[src/rtl/core/l2g7_pkg.sv]
// Package for the Latin-1 to GSM 7-bit septet packer.
// Holds the item types, the septet constants and the character map.
// Depends on nothing.
`default_nettype none

package l2g7_pkg;

  typedef struct packed {
    logic [7:0] latin1_byte;
    logic       last_char;
  } in_item_t;

  typedef struct packed {
    logic [7:0] packed_octet;
    logic       last_octet;
  } out_item_t;

  // One classified character as it waits in the queue.
  typedef struct packed {
    logic       esc;
    logic [6:0] septet;
    logic       last;
  } sym_t;

  localparam logic [6:0] NoMapSeptet = 7'h3F;
  localparam logic [6:0] EscSeptet   = 7'h1B;
  localparam logic [6:0] CrSeptet    = 7'h0D;
  localparam int unsigned QueueDepth = 2;

  function automatic sym_t map_char(input logic [7:0] b, input logic last);
    sym_t s;
    s.esc    = 1'b0;
    s.septet = NoMapSeptet;
    s.last   = last;
    case (b) inside
      [8'h20:8'h23], [8'h25:8'h3F], [8'h41:8'h5A], [8'h61:8'h7A]: s.septet = b[6:0];
      8'h0A: s.septet = 7'h0A;
      8'h0C: begin s.esc = 1'b1; s.septet = 7'h0A; end
      8'h0D: s.septet = 7'h0D;
      8'h24: s.septet = 7'h02;
      8'h40: s.septet = 7'h00;
      8'h5B: begin s.esc = 1'b1; s.septet = 7'h3C; end
      8'h5C: begin s.esc = 1'b1; s.septet = 7'h2F; end
      8'h5D: begin s.esc = 1'b1; s.septet = 7'h3E; end
      8'h5E: begin s.esc = 1'b1; s.septet = 7'h14; end
      8'h5F: s.septet = 7'h11;
      8'h7B: begin s.esc = 1'b1; s.septet = 7'h28; end
      8'h7C: begin s.esc = 1'b1; s.septet = 7'h40; end
      8'h7D: begin s.esc = 1'b1; s.septet = 7'h29; end
      8'h7E: begin s.esc = 1'b1; s.septet = 7'h3D; end
      8'hA1: s.septet = 7'h40;
      8'hA3: s.septet = 7'h01;
      8'hA4: s.septet = 7'h24;
      8'hA5: s.septet = 7'h03;
      8'hA7: s.septet = 7'h5F;
      8'hBF: s.septet = 7'h60;
      8'hC4: s.septet = 7'h5B;
      8'hC5: s.septet = 7'h0E;
      8'hC6: s.septet = 7'h1C;
      8'hC7: s.septet = 7'h09;
      8'hC9: s.septet = 7'h1F;
      8'hD1: s.septet = 7'h5D;
      8'hD6: s.septet = 7'h5C;
      8'hD8: s.septet = 7'h0B;
      8'hDC: s.septet = 7'h5E;
      8'hDF: s.septet = 7'h1E;
      8'hE0: s.septet = 7'h7F;
      8'hE4: s.septet = 7'h7B;
      8'hE5: s.septet = 7'h0F;
      8'hE6: s.septet = 7'h1D;
      8'hE7: s.septet = 7'h09;
      8'hE8: s.septet = 7'h04;
      8'hE9: s.septet = 7'h05;
      8'hEC: s.septet = 7'h07;
      8'hF1: s.septet = 7'h7D;
      8'hF2: s.septet = 7'h08;
      8'hF6: s.septet = 7'h7C;
      8'hF8: s.septet = 7'h0C;
      8'hF9: s.septet = 7'h06;
      8'hFC: s.septet = 7'h7E;
      default: s.septet = NoMapSeptet;
    endcase
    return s;
  endfunction

endpackage

`default_nettype wire

[src/rtl/core/l2g7_front.sv]
// Front end: accepts Latin-1 items, maps each through the character table
// and queues the classified symbol for the back end. Depends on l2g7_pkg.
`default_nettype none

module l2g7_front (
  input  wire                     clk_i,
  input  wire                     rst_ni,
  input  wire                     in_valid_i,
  output logic                    in_ready_o,
  input  wire l2g7_pkg::in_item_t in_item_i,
  output logic                    sym_valid_o,
  output l2g7_pkg::sym_t          sym_o,
  input  wire                     sym_pop_i
);
  import l2g7_pkg::*;

  localparam int unsigned PtrW = $clog2(QueueDepth);
  localparam int unsigned CntW = $clog2(QueueDepth + 1);

  sym_t            mem_q [QueueDepth];
  logic [PtrW-1:0] wr_ptr_q, wr_ptr_d;
  logic [PtrW-1:0] rd_ptr_q, rd_ptr_d;
  logic [CntW-1:0] cnt_q, cnt_d;
  logic            push, pop;

  assign in_ready_o  = (cnt_q != CntW'(QueueDepth));
  assign sym_valid_o = (cnt_q != '0);
  assign sym_o       = mem_q[rd_ptr_q];
  assign push        = in_valid_i && in_ready_o;
  assign pop         = sym_pop_i && sym_valid_o;

  always_comb begin
    wr_ptr_d = wr_ptr_q;
    rd_ptr_d = rd_ptr_q;
    cnt_d    = cnt_q;
    if (push) begin
      wr_ptr_d = (wr_ptr_q == PtrW'(QueueDepth - 1)) ? '0 : wr_ptr_q + 1'b1;
    end
    if (pop) begin
      rd_ptr_d = (rd_ptr_q == PtrW'(QueueDepth - 1)) ? '0 : rd_ptr_q + 1'b1;
    end
    if (push && !pop) begin
      cnt_d = cnt_q + 1'b1;
    end else if (pop && !push) begin
      cnt_d = cnt_q - 1'b1;
    end
  end

  always_ff @(posedge clk_i or negedge rst_ni) begin
    if (!rst_ni) begin
      wr_ptr_q <= '0;
      rd_ptr_q <= '0;
      cnt_q    <= '0;
    end else begin
      wr_ptr_q <= wr_ptr_d;
      rd_ptr_q <= rd_ptr_d;
      cnt_q    <= cnt_d;
    end
  end

  always_ff @(posedge clk_i) begin
    if (push) begin
      mem_q[wr_ptr_q] <= map_char(in_item_i.latin1_byte, in_item_i.last_char);
    end
  end

endmodule

`default_nettype wire

[src/rtl/core/l2g7_back.sv]
// Back end: packs queued septets LSB-first into octets, inserts escapes,
// flushes the final partial octet and holds the output register.
// Depends on l2g7_pkg.
`default_nettype none

module l2g7_back (
  input  wire                 clk_i,
  input  wire                 rst_ni,
  input  wire                 sym_valid_i,
  input  wire l2g7_pkg::sym_t sym_i,
  output logic                sym_pop_o,
  output logic                out_valid_o,
  input  wire                 out_ready_i,
  output l2g7_pkg::out_item_t out_item_o
);
  import l2g7_pkg::*;

  localparam logic [1:0] PhMain  = 2'd0;
  localparam logic [1:0] PhCode  = 2'd1;
  localparam logic [1:0] PhFlush = 2'd2;

  logic [1:0]  phase_q, phase_d;
  logic [6:0]  bits_q, bits_d;
  logic [2:0]  cnt_q, cnt_d;
  logic        out_valid_q;
  out_item_t   out_q;

  logic        esc_step, slot_free, emits, step;
  logic [6:0]  sep;
  logic [14:0] acc;
  logic [6:0]  pk_bits;
  logic [2:0]  pk_cnt;
  logic [7:0]  octet;
  logic        octet_last;

  assign slot_free = !out_valid_q || out_ready_i;
  assign esc_step  = (phase_q == PhMain) && sym_i.esc;
  assign sep       = esc_step ? EscSeptet : sym_i.septet;
  assign acc       = {8'b0, bits_q} | ({8'b0, sep} << cnt_q);
  assign pk_bits   = (cnt_q == 3'd0) ? sep : acc[14:8];
  assign pk_cnt    = (cnt_q == 3'd0) ? 3'd7 : cnt_q - 3'd1;

  always_comb begin
    phase_d    = phase_q;
    bits_d     = bits_q;
    cnt_d      = cnt_q;
    sym_pop_o  = 1'b0;
    emits      = 1'b0;
    octet      = acc[7:0];
    octet_last = 1'b0;
    case (phase_q)
      PhFlush: begin
        emits      = 1'b1;
        octet      = (cnt_q == 3'd1) ? {CrSeptet, bits_q[0]} : {1'b0, bits_q};
        octet_last = 1'b1;
        phase_d    = PhMain;
        bits_d     = '0;
        cnt_d      = '0;
        sym_pop_o  = 1'b1;
      end
      PhMain, PhCode: begin
        emits  = (cnt_q != 3'd0);
        bits_d = pk_bits;
        cnt_d  = pk_cnt;
        if (esc_step) begin
          phase_d = PhCode;
        end else if (sym_i.last && pk_cnt != 3'd0) begin
          phase_d = PhFlush;
        end else begin
          octet_last = sym_i.last;
          phase_d    = PhMain;
          sym_pop_o  = 1'b1;
        end
      end
      default: begin
        phase_d = PhMain;
      end
    endcase
    step = sym_valid_i && (!emits || slot_free);
    if (!step) begin
      phase_d   = phase_q;
      bits_d    = bits_q;
      cnt_d     = cnt_q;
      sym_pop_o = 1'b0;
    end
  end

  always_ff @(posedge clk_i or negedge rst_ni) begin
    if (!rst_ni) begin
      phase_q     <= PhMain;
      bits_q      <= '0;
      cnt_q       <= '0;
      out_valid_q <= 1'b0;
    end else begin
      phase_q <= phase_d;
      bits_q  <= bits_d;
      cnt_q   <= cnt_d;
      if (step && emits) begin
        out_valid_q <= 1'b1;
      end else if (out_ready_i) begin
        out_valid_q <= 1'b0;
      end
    end
  end

  always_ff @(posedge clk_i) begin
    if (step && emits) begin
      out_q.packed_octet <= octet;
      out_q.last_octet   <= octet_last;
    end
  end

  assign out_valid_o = out_valid_q;
  assign out_item_o  = out_q;

endmodule

`default_nettype wire

[src/rtl/core/latin1_to_gsm7_septet_packer.sv]
// Top level of the Latin-1 to GSM 7-bit septet packer.
// Instantiates l2g7_front and l2g7_back; depends on l2g7_pkg.
//
// The input channel takes one Latin-1 character per item with a flag that
// marks the last character of a message. The output channel gives packed
// octets, the final octet of a message flagged. Both use valid and ready.
// An accepted item is mapped and placed in a two-entry queue in the same
// cycle; octets it completes then pass through the output register. The
// packer handles one septet step per cycle while the receiver keeps up:
// a plain character takes one step, an escaped character two, and a last
// character with a partial octet left over one more for the flush. Plain
// characters thus sustain one item per cycle. Any character completing no
// octet gives no output item. When the receiver stalls, the output register
// holds its octet, the packer waits, and the queue fills; input ready drops
// when it is full. Reset empties the queue, clears the output and the
// pending bits, and starts a new message.
`default_nettype none

module latin1_to_gsm7_septet_packer (
  input  wire                     clk_i,
  input  wire                     rst_ni,
  input  wire                     in_valid_i,
  output logic                    in_ready_o,
  input  wire l2g7_pkg::in_item_t in_item_i,
  output logic                    out_valid_o,
  input  wire                     out_ready_i,
  output l2g7_pkg::out_item_t     out_item_o
);
  import l2g7_pkg::*;

  logic sym_valid;
  logic sym_pop;
  sym_t sym;

  l2g7_front u_front (
    .clk_i       (clk_i),
    .rst_ni      (rst_ni),
    .in_valid_i  (in_valid_i),
    .in_ready_o  (in_ready_o),
    .in_item_i   (in_item_i),
    .sym_valid_o (sym_valid),
    .sym_o       (sym),
    .sym_pop_i   (sym_pop)
  );

  l2g7_back u_back (
    .clk_i       (clk_i),
    .rst_ni      (rst_ni),
    .sym_valid_i (sym_valid),
    .sym_i       (sym),
    .sym_pop_o   (sym_pop),
    .out_valid_o (out_valid_o),
    .out_ready_i (out_ready_i),
    .out_item_o  (out_item_o)
  );

endmodule

`default_nettype wire
[config.mk]
export PLATFORM = sky130hd
export DESIGN_NAME = latin1_to_gsm7_septet_packer
export DESIGN_NICKNAME = d
export VERILOG_FILES = /design/src/rtl/core/l2g7_pkg.sv /design/src/rtl/core/l2g7_front.sv /design/src/rtl/core/l2g7_back.sv /design/src/rtl/core/latin1_to_gsm7_septet_packer.sv
export SDC_FILE = /design/constraint.sdc
export NUM_CORES = 1
export LEC_CHECK = 0
export BUFFER_PORTS_ARGS = -buffer_cell sky130_fd_sc_hd__buf_2
export CORE_UTILIZATION = 44
export CTS_BUF_LIST = sky130_fd_sc_hd__clkbuf_16
export DETAILED_ROUTE_END_ITERATION = 12
export GPL_ROUTABILITY_DRIVEN = 1
export HOLD_SLACK_MARGIN = 0.03
export SYNTH_ARGS = -nofsm -noshare
export SYNTH_HDL_FRONTEND = slang
export SYNTH_SLANG_ARGS = --single-unit
[constraint.sdc]
create_clock -name clk_i -period 6.2 [get_ports clk_i]
set_input_delay 0.31 -clock clk_i [delete_from_list [all_inputs] [get_ports clk_i]]
set_output_delay 0.31 -clock clk_i [all_outputs]
set_load 0.02 [all_outputs]
==> results.sh <==
export IMPL_tritoncts_num_sinks=44
export IMPL_post_synth_main_area_contributors="edfxtp_1 23%, dfrtp_1 12%, o21ai_0 4.0%"
export IMPL_fin_worst_hold_slack_ns=0.201
export IMPL_nNetsFinal=403
export IMPL_report_final_hold_viol_count=0
export IMPL_multi_input_area_um2=2080
export IMPL_fp_coreArea_um2=7730
export IMPL_final_period_minus_worst_setup_slack_ns=3.26
export IMPL_floorplan_die_width_um=91.5
export IMPL_syn_num_nets=399
export IMPL_fp_dieArea_um2=8360
export IMPL_power_density_cell_area_nw_per_um2=472
export IMPL_share_of_layout_cells_above_drive_strength_1_pct=16.3
export IMPL_timing_fmax_mhz=306
export IMPL_fin_skew_ns=0.00661
export IMPL_timing_rr_start="u_back.cnt_q[0]$_DFFE_PN0P_"
export IMPL_setup_viol_count_final=0
export IMPL_cts_reportedPaths_clkPinSlew_ns=0.07
export IMPL_final_ant_viol_nets=0
export IMPL_synth_seq_cells=44
export IMPL_numPortBuffers=23
export IMPL_cts_tree="yes"
export IMPL_drt_initial_drc_count=314
export IMPL_std_cell_rows=32
export IMPL_asyncSetResetFlopFracSynth_pct=38.6
export IMPL_maximum_number_of_pins_on_one_net_before_global_route_repair=38
export IMPL_syn_area_um2=3520
export IMPL_worst_slew_pin_slew_ns=0.794
export IMPL_status="complete, no violations"
export IMPL_final_max_slew_violation_count=0
export IMPL_ys_seq_area_share_pct=35.1
export IMPL_cts_setup_buffers=0
export IMPL_ff2ff_setup_slack_ns=2.94
export IMPL_sequentialPowerShare_pct=32.7
export IMPL_cts_hold_buf=1
export IMPL_switching_share_pct=43.3
export IMPL_nFillCells=731
export IMPL_worstHoldPathType="in -> reg"
export IMPL_cts_buffers_inserted=5
export IMPL_synth_cell_types=80
export IMPL_timing_critical_path_to_type="flip-flop"
export IMPL_postCtsResizedCells=0
export IMPL_yosys_warnings=0
export IMPL_dp_hpwl_um=6310
export IMPL_leakage_nw=1.40
export IMPL_grt_pass1_vias=2872
export IMPL_timing_setup_tns_ns=0
export IMPL_vias=3095
export IMPL_postSynthCellCount=382
export IMPL_post_drt_wl_per_cell_um=18.1
export IMPL_grt_setup_unrepaired="false"
export IMPL_crit_path_start_kind="flip-flop"
export IMPL_final_core_utilization_pct=49.1
export IMPL_ctsHtreeMaxLevel=2
export IMPL_timing_critical_path_arrival_ns=3.48
export IMPL_clock_path_buffers=2
export IMPL_power_ir_vdd_worst_uv=172
export IMPL_number_of_top_level_pins=24
export IMPL_synth_edf_count=27
export IMPL_worstPathMaxFanout=15
export IMPL_synth_top_cell_area_share_pct=23.0
export IMPL_synthesis_area_per_instance_um2=9.22
export IMPL_synth_top_cell_by_area="edfxtp_1"
export IMPL_gp_congestion=0.900
export IMPL_timing_max_slew_rel_slack_pct=46.9
export IMPL_cp_endpoint="u_front.cnt_q[1]$_DFFE_PN0P_"
export IMPL_post_route_worst_setup_slack_ns=2.94
export IMPL_globalRoute_totalOverflow=0
export IMPL_drc_violation_count_after_routing=0
export IMPL_reg2reg_to="u_front.cnt_q[1]$_DFFE_PN0P_"
export IMPL_area_growth_pct=7.78
export IMPL_route_detailed_vias_per_inst=6.33
export IMPL_crit_type="reg -> reg"
export IMPL_clk_insertion_delay_late_ns=0.29
export IMPL_floorplan_initialDensity_pct=45.6
export IMPL_grt_first_pass_wirelength_um=14600
export IMPL_worst_ep_required_time_ns=6.41
export IMPL_pwr_share_clk_pct=17.2
export IMPL_fp_dieH_um=91.5
export IMPL_rr_worst_depth=11
export IMPL_grt_total_usage_pct=22.0
export IMPL_number_of_antenna_violations_at_the_first_check_in_global_routing=0
export IMPL_cts_root_buf="clkbuf_16"
export IMPL_drt_first_pass_iters=5
export IMPL_dp_slack_ns=2.97
export IMPL_cell_internal_pwr_w=0.00101
export IMPL_sequential_cell_area_um2=1240
export IMPL_switching_power_w=0.000775
export IMPL_postRouteWirelength_um=8830
export IMPL_comb_power_share_pct=50.0
export IMPL_drv_max_cap_violation_count=0
export IMPL_fin_crit_sh_pct=52.7
export IMPL_holdPathStages=1
export IMPL_insertedDiodeCount=0
export IMPL_startpoint="u_back.cnt_q[0]$_DFFE_PN0P_"
export IMPL_yosys_most_used_dff="edfxtp_1"
==> synth_stat cells (all sizes together) (5+ instances only) <==
library cell and instances:
nand3 9, nor2b 8, clkbuf 10, a221oi 6, a32o 6, nand2 32
nand4 5, nor3b 6, dfrtp 17, inv 9, a21o 6, xor2 5
nor4 9, buf 19, nor2 28, nor3 10, o31ai 5, edfxtp 27
o21ai 32, mux2i 8, a21oi 25, nand2b 12
==> power by group through the flow <==
stage | Clock [W] | Combinational, W | Sequential [W]
finish | 0.000309 | 0.000896 | 0.000585
global route | 0.000320 | 0.000988 | 0.000604
CTS | 0.000312 | 0.000890 | 0.000585
detailed placement | 0 | 0.000886 | 0.000589
global placement | 0 | 0.000891 | 0.000588
floorplan | 0 | 0.000698 | 0.000565
==> metal layers <==
layer  vias up  part of all wire [%]  wire [um]  global-route usage [%]
met1      1482                    45       3990                    31.5
met5         -                     0          0                       0
li1       1467                     -          -                       -
met2       129                    46       4080                    34.1
met3        17                   6.3        553                    2.93
met4         0                   2.4        210                    7.41
==> final cells by class <==
class / instances / share of cell area (%)
Sequential cell: 44 / 32.6
Tap cell: 102 / 3.36
Clock inverter: 3 / 1.22
Multi-Input combinational cell: 298 / 54.8
Clock buffer: 5 / 3.30
Inverter: 11 / 1.09
Timing Repair Buffer: 26 / 3.69
==> how the worst min path moves through the flow <==
stage                       startpoint                             to
after floorplan                 rst_ni   u_back.bits_q[0]$_DFFE_PN0P_
after global placement          rst_ni  u_back.phase_q[0]$_DFFE_PN0P_
after detailed placement        rst_ni  u_back.phase_q[0]$_DFFE_PN0P_
after CTS                 in_item_i[0]  u_front.mem_q[0][0]$_DFFE_PP_
after global routing      in_item_i[0]  u_front.mem_q[0][0]$_DFFE_PP_
final                     in_item_i[0]  u_front.mem_q[0][0]$_DFFE_PP_
==> cell families after synthesis <==
family	count (synthesis)	synth area share, %
buf+inv	40	5.86
xor+xnor	8	1.99
simple gates	146	22.7
fa+ha+maj	4	1.42
flops	44	35.1
compound gates	125	27.1
mux	15	5.79
==> cells in the final DEF, fill, tap and decap left out, types with 5 or more instances in the layout <==
| cell type | n |
|---|---|
| a21o_1 | 6 |
| a21oi_1 | 25 |
| a32o_1 | 6 |
| buf_2 | 23 |
| clkbuf_16 | 5 |
| dfrtp_1 | 17 |
| edfxtp_1 | 27 |
| inv_1 | 9 |
| mux2i_1 | 7 |
| nand2_1 | 32 |
| nand2b_1 | 12 |
| nand3_1 | 9 |
| nand4_1 | 5 |
| nor2_1 | 25 |
| nor2b_1 | 8 |
| nor3_1 | 10 |
| nor3b_1 | 5 |
| nor4_1 | 9 |
| o21ai_0 | 28 |
| o31ai_1 | 5 |
| xor2_1 | 5 |
==> through the flow <==
stage	cell area, um^2	power (W)	cells
after floorplan	3520	0.00126	382
after global placement	3610	0.00148	480
after detailed placement	3610	0.00147	480
after CTS	3790	0.00179	489
after global routing	3790	0.00191	489
final	3790	0.00179	489
==> sequential cells by signal (all words and copies together), names as in the netlist <==
signal,flops
u_front.mem_q,18
u_back.out_item_o,9
u_back.bits_q,7
u_back.cnt_q,3
u_back.phase_q,2
u_front.cnt_q,2
u_back.out_valid_o,1
u_front.rd_ptr_q,1
u_front.wr_ptr_q,1
==> worst max-delay path: stages, from the launching register on <==
cell      delay, ns
dfrtp_1        0.65
clkinv_1       0.41
ha_1           0.41
or3_1          0.40
nand2_1        0.09
nand3_1        0.12
a211oi_1       0.36
inv_1          0.09
ha_1           0.22
xor2_1         0.14
nor2_1         0.14
xor2_1         0.17
Power figures use the tool's default switching activity.
